===== src/sv/double_ended_queue_top_assert.svh =====
// assertion macros for the double-ended queue
// used by double_ended_queue_top; expects clk and rst_n in scope
`ifndef DOUBLE_ENDED_QUEUE_TOP_ASSERT_SVH
`define DOUBLE_ENDED_QUEUE_TOP_ASSERT_SVH

`ifndef ASSERT_OFF
// same-cycle implication, checked outside reset
`define DQ_ASSERT_IMPL(lbl, ante, cons) \
    lbl: assert property (@(posedge clk) disable iff (!rst_n) (ante) |-> (cons)) \
        else $error("dq assertion failed");
// next-cycle implication, checked outside reset
`define DQ_ASSERT_NEXT(lbl, ante, cons) \
    lbl: assert property (@(posedge clk) disable iff (!rst_n) (ante) |=> (cons)) \
        else $error("dq assertion failed");
`else
`define DQ_ASSERT_IMPL(lbl, ante, cons)
`define DQ_ASSERT_NEXT(lbl, ante, cons)
`endif

`endif


===== src/sv/dq_pkg.sv =====
// shared types and codes for the double-ended queue
// no dependencies; used by controller, datapath and top level
package dq_pkg;

    // operation codes carried in the input kind field
    typedef enum logic [2:0] {
        KIND_PUSH_FRONT = 3'd0,
        KIND_PUSH_BACK  = 3'd1,
        KIND_POP_FRONT  = 3'd2,
        KIND_POP_BACK   = 3'd3,
        KIND_CLEAR      = 3'd4,
        KIND_REVERSE    = 3'd5,
        KIND_QUERY      = 3'd6
    } kind_t;

    // result status codes
    typedef enum logic [1:0] {
        STAT_DONE      = 2'd0,
        STAT_OVERFLOW  = 2'd1,
        STAT_UNDERFLOW = 2'd2
    } stat_t;

    // controller states
    typedef enum logic [1:0] {
        ST_IDLE,
        ST_READ,
        ST_LOAD
    } state_t;

    // controller to datapath commands
    typedef struct packed {
        logic exec;   // apply the accepted operation to pointers and store
        logic read;   // read the low and high end slots
        logic load;   // load the result register
    } dq_cmd_t;

    // datapath to controller status
    typedef struct packed {
        logic out_free;  // result register can take a new result this cycle
    } dq_sts_t;

endpackage


===== src/sv/dq_ctrl.sv =====
// sequencing state machine for the double-ended queue
// depends on dq_pkg; drives the datapath through dq_cmd_t
module dq_ctrl
(
    input  logic            clk,
    input  logic            rst_n,
    input  logic            s_tvalid,
    output logic            s_tready,
    input  dq_pkg::dq_sts_t sts,
    output dq_pkg::dq_cmd_t cmd
);

    dq_pkg::state_t state_reg;
    dq_pkg::state_t state_next;

    // state register
    always_ff @(posedge clk or negedge rst_n)
    begin
        if (!rst_n)
        begin
            state_reg <= dq_pkg::ST_IDLE;
        end
        else
        begin
            state_reg <= state_next;
        end
    end

    // next state and commands
    always_comb
    begin
        state_next = state_reg;
        s_tready   = 1'b0;
        cmd        = '0;
        case (state_reg)
            dq_pkg::ST_IDLE:
            begin
                s_tready = 1'b1;
                if (s_tvalid)
                begin
                    cmd.exec   = 1'b1;
                    state_next = dq_pkg::ST_READ;
                end
            end
            dq_pkg::ST_READ:
            begin
                cmd.read   = 1'b1;
                state_next = dq_pkg::ST_LOAD;
            end
            dq_pkg::ST_LOAD:
            begin
                if (sts.out_free)
                begin
                    cmd.load   = 1'b1;
                    state_next = dq_pkg::ST_IDLE;
                end
            end
            default:
            begin
                state_next = dq_pkg::ST_IDLE;
            end
        endcase
    end

endmodule


===== src/sv/dq_datapath.sv =====
// pointers, word store and result register of the double-ended queue
// depends on dq_pkg; controlled by dq_ctrl through dq_cmd_t
module dq_datapath #(
    parameter int CAPACITY = 16,
    parameter int PTR_W    = $clog2(CAPACITY),
    parameter int CNT_W    = $clog2(CAPACITY + 1)
)
(
    input  logic               clk,
    input  logic               rst_n,
    input  dq_pkg::dq_cmd_t    cmd,
    output dq_pkg::dq_sts_t    sts,
    input  logic [2:0]         kind,
    input  logic signed [31:0] value,
    input  logic               m_tready,
    output logic               out_valid,
    output logic signed [31:0] front_value,
    output logic signed [31:0] back_value,
    output logic [CNT_W-1:0]   occupancy,
    output logic               is_empty,
    output logic [1:0]         status
);

    localparam logic [PTR_W:0]   CAP_P   = (PTR_W + 1)'(CAPACITY);
    localparam logic [PTR_W-1:0] LAST_P  = PTR_W'(CAPACITY - 1);
    localparam logic [CNT_W-1:0] CAP_C   = CNT_W'(CAPACITY);

    logic signed [31:0] word_store [CAPACITY];

    logic [PTR_W-1:0]   head_reg, head_next;
    logic [CNT_W-1:0]   count_reg, count_next;
    logic               rev_reg, rev_next;
    dq_pkg::stat_t      stat_reg, stat_next;
    logic               out_valid_reg, out_valid_next;

    logic signed [31:0] lo_q_reg, hi_q_reg;
    logic signed [31:0] front_reg, back_reg;
    logic [CNT_W-1:0]   occ_reg;
    logic               empty_reg;
    logic [1:0]         status_reg;

    logic               wr_en;
    logic [PTR_W-1:0]   wr_addr;
    logic [PTR_W-1:0]   head_dec, head_inc, tail_slot, hi_slot;
    logic [CNT_W-1:0]   cnt_m1;
    logic               full, empty, to_low;
    dq_pkg::kind_t      op;

    // circular add of two slot offsets, sum stays below twice the capacity
    function automatic logic [PTR_W-1:0] wrap_add(input logic [PTR_W-1:0] a,
                                                 input logic [PTR_W-1:0] b);
        logic [PTR_W:0] s;
        s = {1'b0, a} + {1'b0, b};
        if (s >= CAP_P)
        begin
            s = s - CAP_P;
        end
        return s[PTR_W-1:0];
    endfunction

    // slot arithmetic
    assign full      = (count_reg == CAP_C);
    assign empty     = (count_reg == '0);
    assign head_dec  = (head_reg == '0) ? LAST_P : head_reg - PTR_W'(1);
    assign head_inc  = (head_reg == LAST_P) ? '0 : head_reg + PTR_W'(1);
    assign cnt_m1    = count_reg - CNT_W'(1);
    assign tail_slot = wrap_add(head_reg, count_reg[PTR_W-1:0]);
    assign hi_slot   = wrap_add(head_reg, cnt_m1[PTR_W-1:0]);
    assign op        = dq_pkg::kind_t'(kind);
    // front ops hit the low end unless reversed; back ops the opposite
    assign to_low    = ((op == dq_pkg::KIND_PUSH_FRONT) || (op == dq_pkg::KIND_POP_FRONT))
                       ^ rev_reg;

    // operation decode and pointer update
    always_comb
    begin
        head_next  = head_reg;
        count_next = count_reg;
        rev_next   = rev_reg;
        stat_next  = stat_reg;
        wr_en      = 1'b0;
        wr_addr    = tail_slot;
        if (cmd.exec)
        begin
            stat_next = dq_pkg::STAT_DONE;
            case (op)
                dq_pkg::KIND_PUSH_FRONT, dq_pkg::KIND_PUSH_BACK:
                begin
                    if (full)
                    begin
                        stat_next = dq_pkg::STAT_OVERFLOW;
                    end
                    else
                    begin
                        wr_en      = 1'b1;
                        count_next = count_reg + CNT_W'(1);
                        if (to_low)
                        begin
                            head_next = head_dec;
                            wr_addr   = head_dec;
                        end
                    end
                end
                dq_pkg::KIND_POP_FRONT, dq_pkg::KIND_POP_BACK:
                begin
                    if (empty)
                    begin
                        stat_next = dq_pkg::STAT_UNDERFLOW;
                    end
                    else
                    begin
                        count_next = cnt_m1;
                        if (to_low)
                        begin
                            head_next = head_inc;
                        end
                    end
                end
                dq_pkg::KIND_CLEAR:
                begin
                    head_next  = '0;
                    count_next = '0;
                    rev_next   = 1'b0;
                end
                dq_pkg::KIND_REVERSE:
                begin
                    rev_next = ~rev_reg;
                end
                default:
                begin
                end
            endcase
        end
    end

    // result register handshake
    always_comb
    begin
        out_valid_next = out_valid_reg;
        if (cmd.load)
        begin
            out_valid_next = 1'b1;
        end
        else if (m_tready)
        begin
            out_valid_next = 1'b0;
        end
    end

    assign sts.out_free = !out_valid_reg || m_tready;

    // control state
    always_ff @(posedge clk or negedge rst_n)
    begin
        if (!rst_n)
        begin
            head_reg      <= '0;
            count_reg     <= '0;
            rev_reg       <= 1'b0;
            stat_reg      <= dq_pkg::STAT_DONE;
            out_valid_reg <= 1'b0;
        end
        else
        begin
            head_reg      <= head_next;
            count_reg     <= count_next;
            rev_reg       <= rev_next;
            stat_reg      <= stat_next;
            out_valid_reg <= out_valid_next;
        end
    end

    // word store, one write port and two registered read ports
    always_ff @(posedge clk)
    begin
        if (wr_en)
        begin
            word_store[wr_addr] <= value;
        end
        if (cmd.read)
        begin
            lo_q_reg <= word_store[head_reg];
            hi_q_reg <= word_store[hi_slot];
        end
    end

    // result payload
    always_ff @(posedge clk)
    begin
        if (cmd.load)
        begin
            if (empty)
            begin
                front_reg <= '1;
                back_reg  <= '1;
            end
            else if (rev_reg)
            begin
                front_reg <= hi_q_reg;
                back_reg  <= lo_q_reg;
            end
            else
            begin
                front_reg <= lo_q_reg;
                back_reg  <= hi_q_reg;
            end
            occ_reg    <= count_reg;
            empty_reg  <= empty;
            status_reg <= stat_reg;
        end
    end

    assign out_valid   = out_valid_reg;
    assign front_value = front_reg;
    assign back_value  = back_reg;
    assign occupancy   = occ_reg;
    assign is_empty    = empty_reg;
    assign status      = status_reg;

endmodule


===== src/sv/double_ended_queue_top.sv =====
// top level of the double-ended queue: stream ports, controller and datapath
// depends on dq_pkg, dq_ctrl, dq_datapath and double_ended_queue_top_assert.svh
//
//   channel   dir   payload
//   s_*       in    tuser: kind[2:0]; tdata: value[31:0]
//   m_*       out   tdata: front_value, back_value, occupancy, is_empty, status
//
// each transaction runs through accept and pointer update, store read and
// result load; the two-port word store read sits between update and load
// the result register frees the sequencer, so the next transaction is taken
// while a result still waits, and a held result only stalls the load step
// reset (rst_n low, asynchronous) empties the queue; the store needs no clearing
`include "double_ended_queue_top_assert.svh"

module double_ended_queue_top #(
    parameter int CAPACITY = 16
)
(
    input  logic clk,
    input  logic rst_n,
    input  logic s_tvalid,
    output logic s_tready,
    input  logic [2:0] s_tuser,        // kind[2:0]
    input  logic [31:0] s_tdata,       // value[31:0]
    output logic m_tvalid,
    input  logic m_tready,
    // front_value[31:0], back_value[63:32], occupancy, is_empty, status, zero fill
    output logic [(((67 + $clog2(CAPACITY + 1)) + 7) / 8) * 8 - 1:0] m_tdata
);

    localparam int PTR_W = $clog2(CAPACITY);
    localparam int CNT_W = $clog2(CAPACITY + 1);
    localparam int OUT_W = (((67 + CNT_W) + 7) / 8) * 8;

    dq_pkg::dq_cmd_t    cmd;
    dq_pkg::dq_sts_t    sts;
    logic signed [31:0] front_value, back_value;
    logic [CNT_W-1:0]   occupancy;
    logic               is_empty;
    logic [1:0]         status;

    // sequencer
    dq_ctrl u_ctrl
    (
        .clk      (clk),
        .rst_n    (rst_n),
        .s_tvalid (s_tvalid),
        .s_tready (s_tready),
        .sts      (sts),
        .cmd      (cmd)
    );

    // pointers, store and result register
    dq_datapath #(
        .CAPACITY (CAPACITY),
        .PTR_W    (PTR_W),
        .CNT_W    (CNT_W)
    ) u_datapath
    (
        .clk         (clk),
        .rst_n       (rst_n),
        .cmd         (cmd),
        .sts         (sts),
        .kind        (s_tuser),
        .value       (s_tdata),
        .m_tready    (m_tready),
        .out_valid   (m_tvalid),
        .front_value (front_value),
        .back_value  (back_value),
        .occupancy   (occupancy),
        .is_empty    (is_empty),
        .status      (status)
    );

    // result packing, low field first
    assign m_tdata = OUT_W'({status, is_empty, occupancy, back_value, front_value});

    // checks
    `DQ_ASSERT_NEXT(a_one_in_flight, s_tvalid && s_tready, !s_tready)
    `DQ_ASSERT_IMPL(a_occ_bound, m_tvalid, occupancy <= CNT_W'(CAPACITY))
    `DQ_ASSERT_IMPL(a_empty_match, m_tvalid, is_empty == (occupancy == '0))
    `DQ_ASSERT_IMPL(a_empty_ones, m_tvalid && is_empty, (&front_value) && (&back_value))
    `DQ_ASSERT_IMPL(a_drop_when_full, m_tvalid && (status == dq_pkg::STAT_OVERFLOW),
        occupancy == CNT_W'(CAPACITY))

endmodule


===== config.mk =====
export PLATFORM = sky130hd
export DESIGN_NAME = double_ended_queue_top
export DESIGN_NICKNAME = d
export VERILOG_FILES = /design/src/sv/dq_pkg.sv /design/src/sv/dq_ctrl.sv /design/src/sv/dq_datapath.sv /design/src/sv/double_ended_queue_top.sv
export VERILOG_INCLUDE_DIRS = /design/src /design/src/sv
export SDC_FILE = /design/constraint.sdc
export NUM_CORES = 1
export LEC_CHECK = 0
export BUFFER_PORTS_ARGS = -buffer_cell sky130_fd_sc_hd__buf_4
export CELL_PAD_IN_SITES_DETAIL_PLACEMENT = 0
export CELL_PAD_IN_SITES_GLOBAL_PLACEMENT = 2
export CORE_MARGIN = 3
export CORE_UTILIZATION = 38
export CTS_CLUSTER_DIAMETER = 150
export DETAILED_ROUTE_END_ITERATION = 6
export GPL_TIMING_DRIVEN = 1
export PLACE_DENSITY_LB_ADDON = 0.25
export SLEW_MARGIN = 40
export SYNTH_ARGS = -nofsm -noshare
export SYNTH_HDL_FRONTEND = slang
export SYNTH_SLANG_ARGS = --single-unit

===== constraint.sdc =====
create_clock -name clk -period 6.04 [get_ports clk]
set_input_delay 1.208 -clock clk [delete_from_list [all_inputs] [get_ports clk]]
set_output_delay 1.208 -clock clk [all_outputs]
set_load 0.01 [all_outputs]

==> metrics.txt <==
RePlAce Congestion=0.756; arrival time at the worst endpoint=4460 ps; worst hold path type=input port to asynchronous set/reset pin; die span in x=288 um; detailed-route via count=17,100; Placeable Area=78,100 um^2; Via-to-Cell Ratio=5.85; Mapped Cells=1,708; share of cells above drive strength 1=30.3%; period utilization=68.3%; post-route design area=34,900 um^2; Cell Chain, Critical Path=inv_1, ha_1, fa_4, buf_12, mux4_2, and2_1, a211oi_1, a31oi_1; delay-heaviest family, CP=adder cells; 1st-iter DRT viols=1,491; setup bufs post-CTS=0; Root Buffer=clkbuf_16; worst-path maximum fanout=62; startpoint types=flop; global route overflow=0; Peak VDD IR=0.945 mV; Post-CTS Hold Fix Bufs=0; Worst-Skew Late Latency=620 ps; PwrDens=652 nW/um^2; # rows=102; die height=288 um; initial core utilization=38.7%; Sink Count=663; Post-synth EDFFs=648; Setup Skew=25.9 ps; RSZ-0062 raised after global routing=false; Post-synth top flop=edfxtp_1; DIE AREA=83,000 um^2; leakage power=11.4 nW; wire length per cell=28.0 um; I/O Buffers=112; first-pass GRT wire length=121,000 um; Largest register FFs=512; status=completed; post-route DRC violation count=0; worst r2r path cells=8; Post-CTS Resized=0; final setup violation count=0; synth unique cells=62; Seq/Total Area, Yosys=65.6%; CTS tree=done; clock-pin slew on the worst setup and hold paths=60 ps; Crit Path Category=flop to flop; Filler Cells Inserted=6,780; worst-case clock buffer depth=3; Ports=113; Max Transition Viols Final=0; Fin. Hold Viols=0; Area growth syn-to-layout=15.2%; H-tree depth=3; worst hold slack=449 ps; Routed Antenna Nets=0; CP Data Required Time=6370 ps; Synth Register Bits=663; largest net degree at the start of global routing=65; Total GRT Usage=19.9%; hpwl dp=49,000 um; Critical Path End Type=flop; Worst-Margin Slew=845 ps; setup TNS=0 ps; Max-Cap Viols=0; number of global-route vias before repair=17,800; Post-Route WL=82,300 um; Fmax=242 MHz; Biggest register=u_datapath.word_store; Critical path buffers and inverters=2; Warnings, synthesis=0; Final #Nets=1,883; share of synthesized flip-flops with an asynchronous set or reset=2.26%; fin crit period=4130 ps; initial antenna violation count=3; CP max-delay cell=fa_4; synthesized area=30,300 um^2; CP max stage delay=1240 ps; DP Area=32,500 um^2; Worst slew margin=43.3%; CTS buffer count=75; 1st-pass router iterations=5; Worst path depth=8; syn_nets=1,760; Post-Syn Area per Cell=17.7 um^2
report_power, final:
part           total, W  leakage, nW  switching [W]  internal, W
clock           0.00426         1.12        0.00183      0.00243
combinational    0.0120         4.23        0.00699      0.00503
sequential      0.00645         6.04       0.000371      0.00607
total            0.0227         11.4        0.00920       0.0135
worst paths after layout:
path / slack [ps] / from / end
setup / recovery: 1910 / u_datapath.count_reg[0] / u_datapath.hi_q_reg[0]
hold / removal: 450 / rst_n / u_datapath.head_reg[1]
setup reg to reg: 1910 / u_datapath.count_reg[0] / u_datapath.hi_q_reg[0]
hold reg to reg: 450 / u_datapath.stat_reg[0] / u_datapath.status[0]
max in group asynchronous: 5360 / rst_n / u_datapath.rev_reg
min in group clk: 450 / u_datapath.stat_reg[0] / u_datapath.status[0]
cell families after synthesis:
family                     after synthesis  share of synthesized area (%)
AOI/OAI and AO/OA                      217                           5.42
xor gates and xnor gates                 9                          0.409
adders and majority gates               13                          0.587
buffers and inverters                  132                           2.18
DFF                                    663                           65.6
muxes                                  361                           21.2
and+or+nand+nor                        313                           4.69
stage by stage:
step           worst slack, ps  instances  power, W  util [%]
4_1_cts                   1950       2929    0.0230      44.6
3_3_place_gp              1720       2786    0.0186      41.5
6_report                  1910       2933    0.0227      44.6
5_1_grt                   1780       2932    0.0240      44.6
3_5_place_dp              1740       2792    0.0187      41.7
2_1_floorplan              306       1708    0.0149         -
per-layer routing:
| layer | part of all wire (%) | GRT usage [%] | vias up |
|---|---|---|---|
| met5 | 0 | 0 | - |
| met4 | 2.8 | 6.36 | 0 |
| met3 | 6.8 | 3.61 | 132 |
| met2 | 48 | 32.8 | 740 |
| met1 | 42 | 27.1 | 9021 |
| li1 | - | - | 7255 |
synth_stat cells (5+ instances only):
cell | count | area share, %
edfxtp_1 | 648 | 64
a22oi_1 | 28 | 0.69
nand3_1 | 32 | 0.53
buf_2 | 46 | 0.76
a31oi_1 | 34 | 0.70
o31ai_1 | 6 | 0.15
o211ai_1 | 25 | 0.62
mux2i_1 | 137 | 4.5
buf_6 | 6 | 0.22
and2_1 | 34 | 0.70
mux4_2 | 223 | 17
a221oi_1 | 9 | 0.26
buf_4 | 16 | 0.40
a211oi_1 | 6 | 0.15
nand2_1 | 187 | 2.3
clkbuf_1 | 45 | 0.56
o21ai_0 | 21 | 0.35
buf_1 | 6 | 0.074
a21oi_1 | 36 | 0.60
nand2b_1 | 5 | 0.10
ha_1 | 11 | 0.45
nor2_1 | 23 | 0.29
inv_1 | 10 | 0.12
a211oi_2 | 28 | 1.2
dfrtp_1 | 15 | 1.2
nor4_1 | 6 | 0.12
nor2b_1 | 10 | 0.21
cell type report:
| type | count | area [um^2] | share of cell area, % |
|---|---|---|---|
| Sequential cell | 663 | 19800 | 56.9 |
| Clock inverter | 46 | 305 | 0.876 |
| Multi-Input combinational cell | 913 | 9960 | 28.6 |
| Clock buffer | 91 | 1980 | 5.68 |
| Timing Repair Buffer | 165 | 1410 | 4.05 |
| Inverter | 13 | 52.6 | 0.151 |
| Tap cell | 1040 | 1300 | 3.73 |
| Antenna cell | 2 | 5.00 | 0.0144 |
layout by cell type (no fill, tap or decap), types with 8 or more instances in the layout:
cell / instances
a211oi_2: 28
a21oi_1: 35
a221oi_1: 9
a22oi_1: 28
a31oi_1: 33
and2_1: 32
buf_12: 8
buf_4: 147
clkbuf_1: 14
clkbuf_16: 77
clkinv_1: 20
clkinv_2: 15
dfrtp_1: 11
edfxtp_1: 648
ha_1: 10
inv_1: 10
mux2i_1: 136
mux4_2: 223
nand2_1: 187
nand3_1: 32
nor2_1: 13
nor2_4: 10
o211ai_1: 25
o21ai_0: 21
Note: power is estimated with default switching activity, not from simulation.
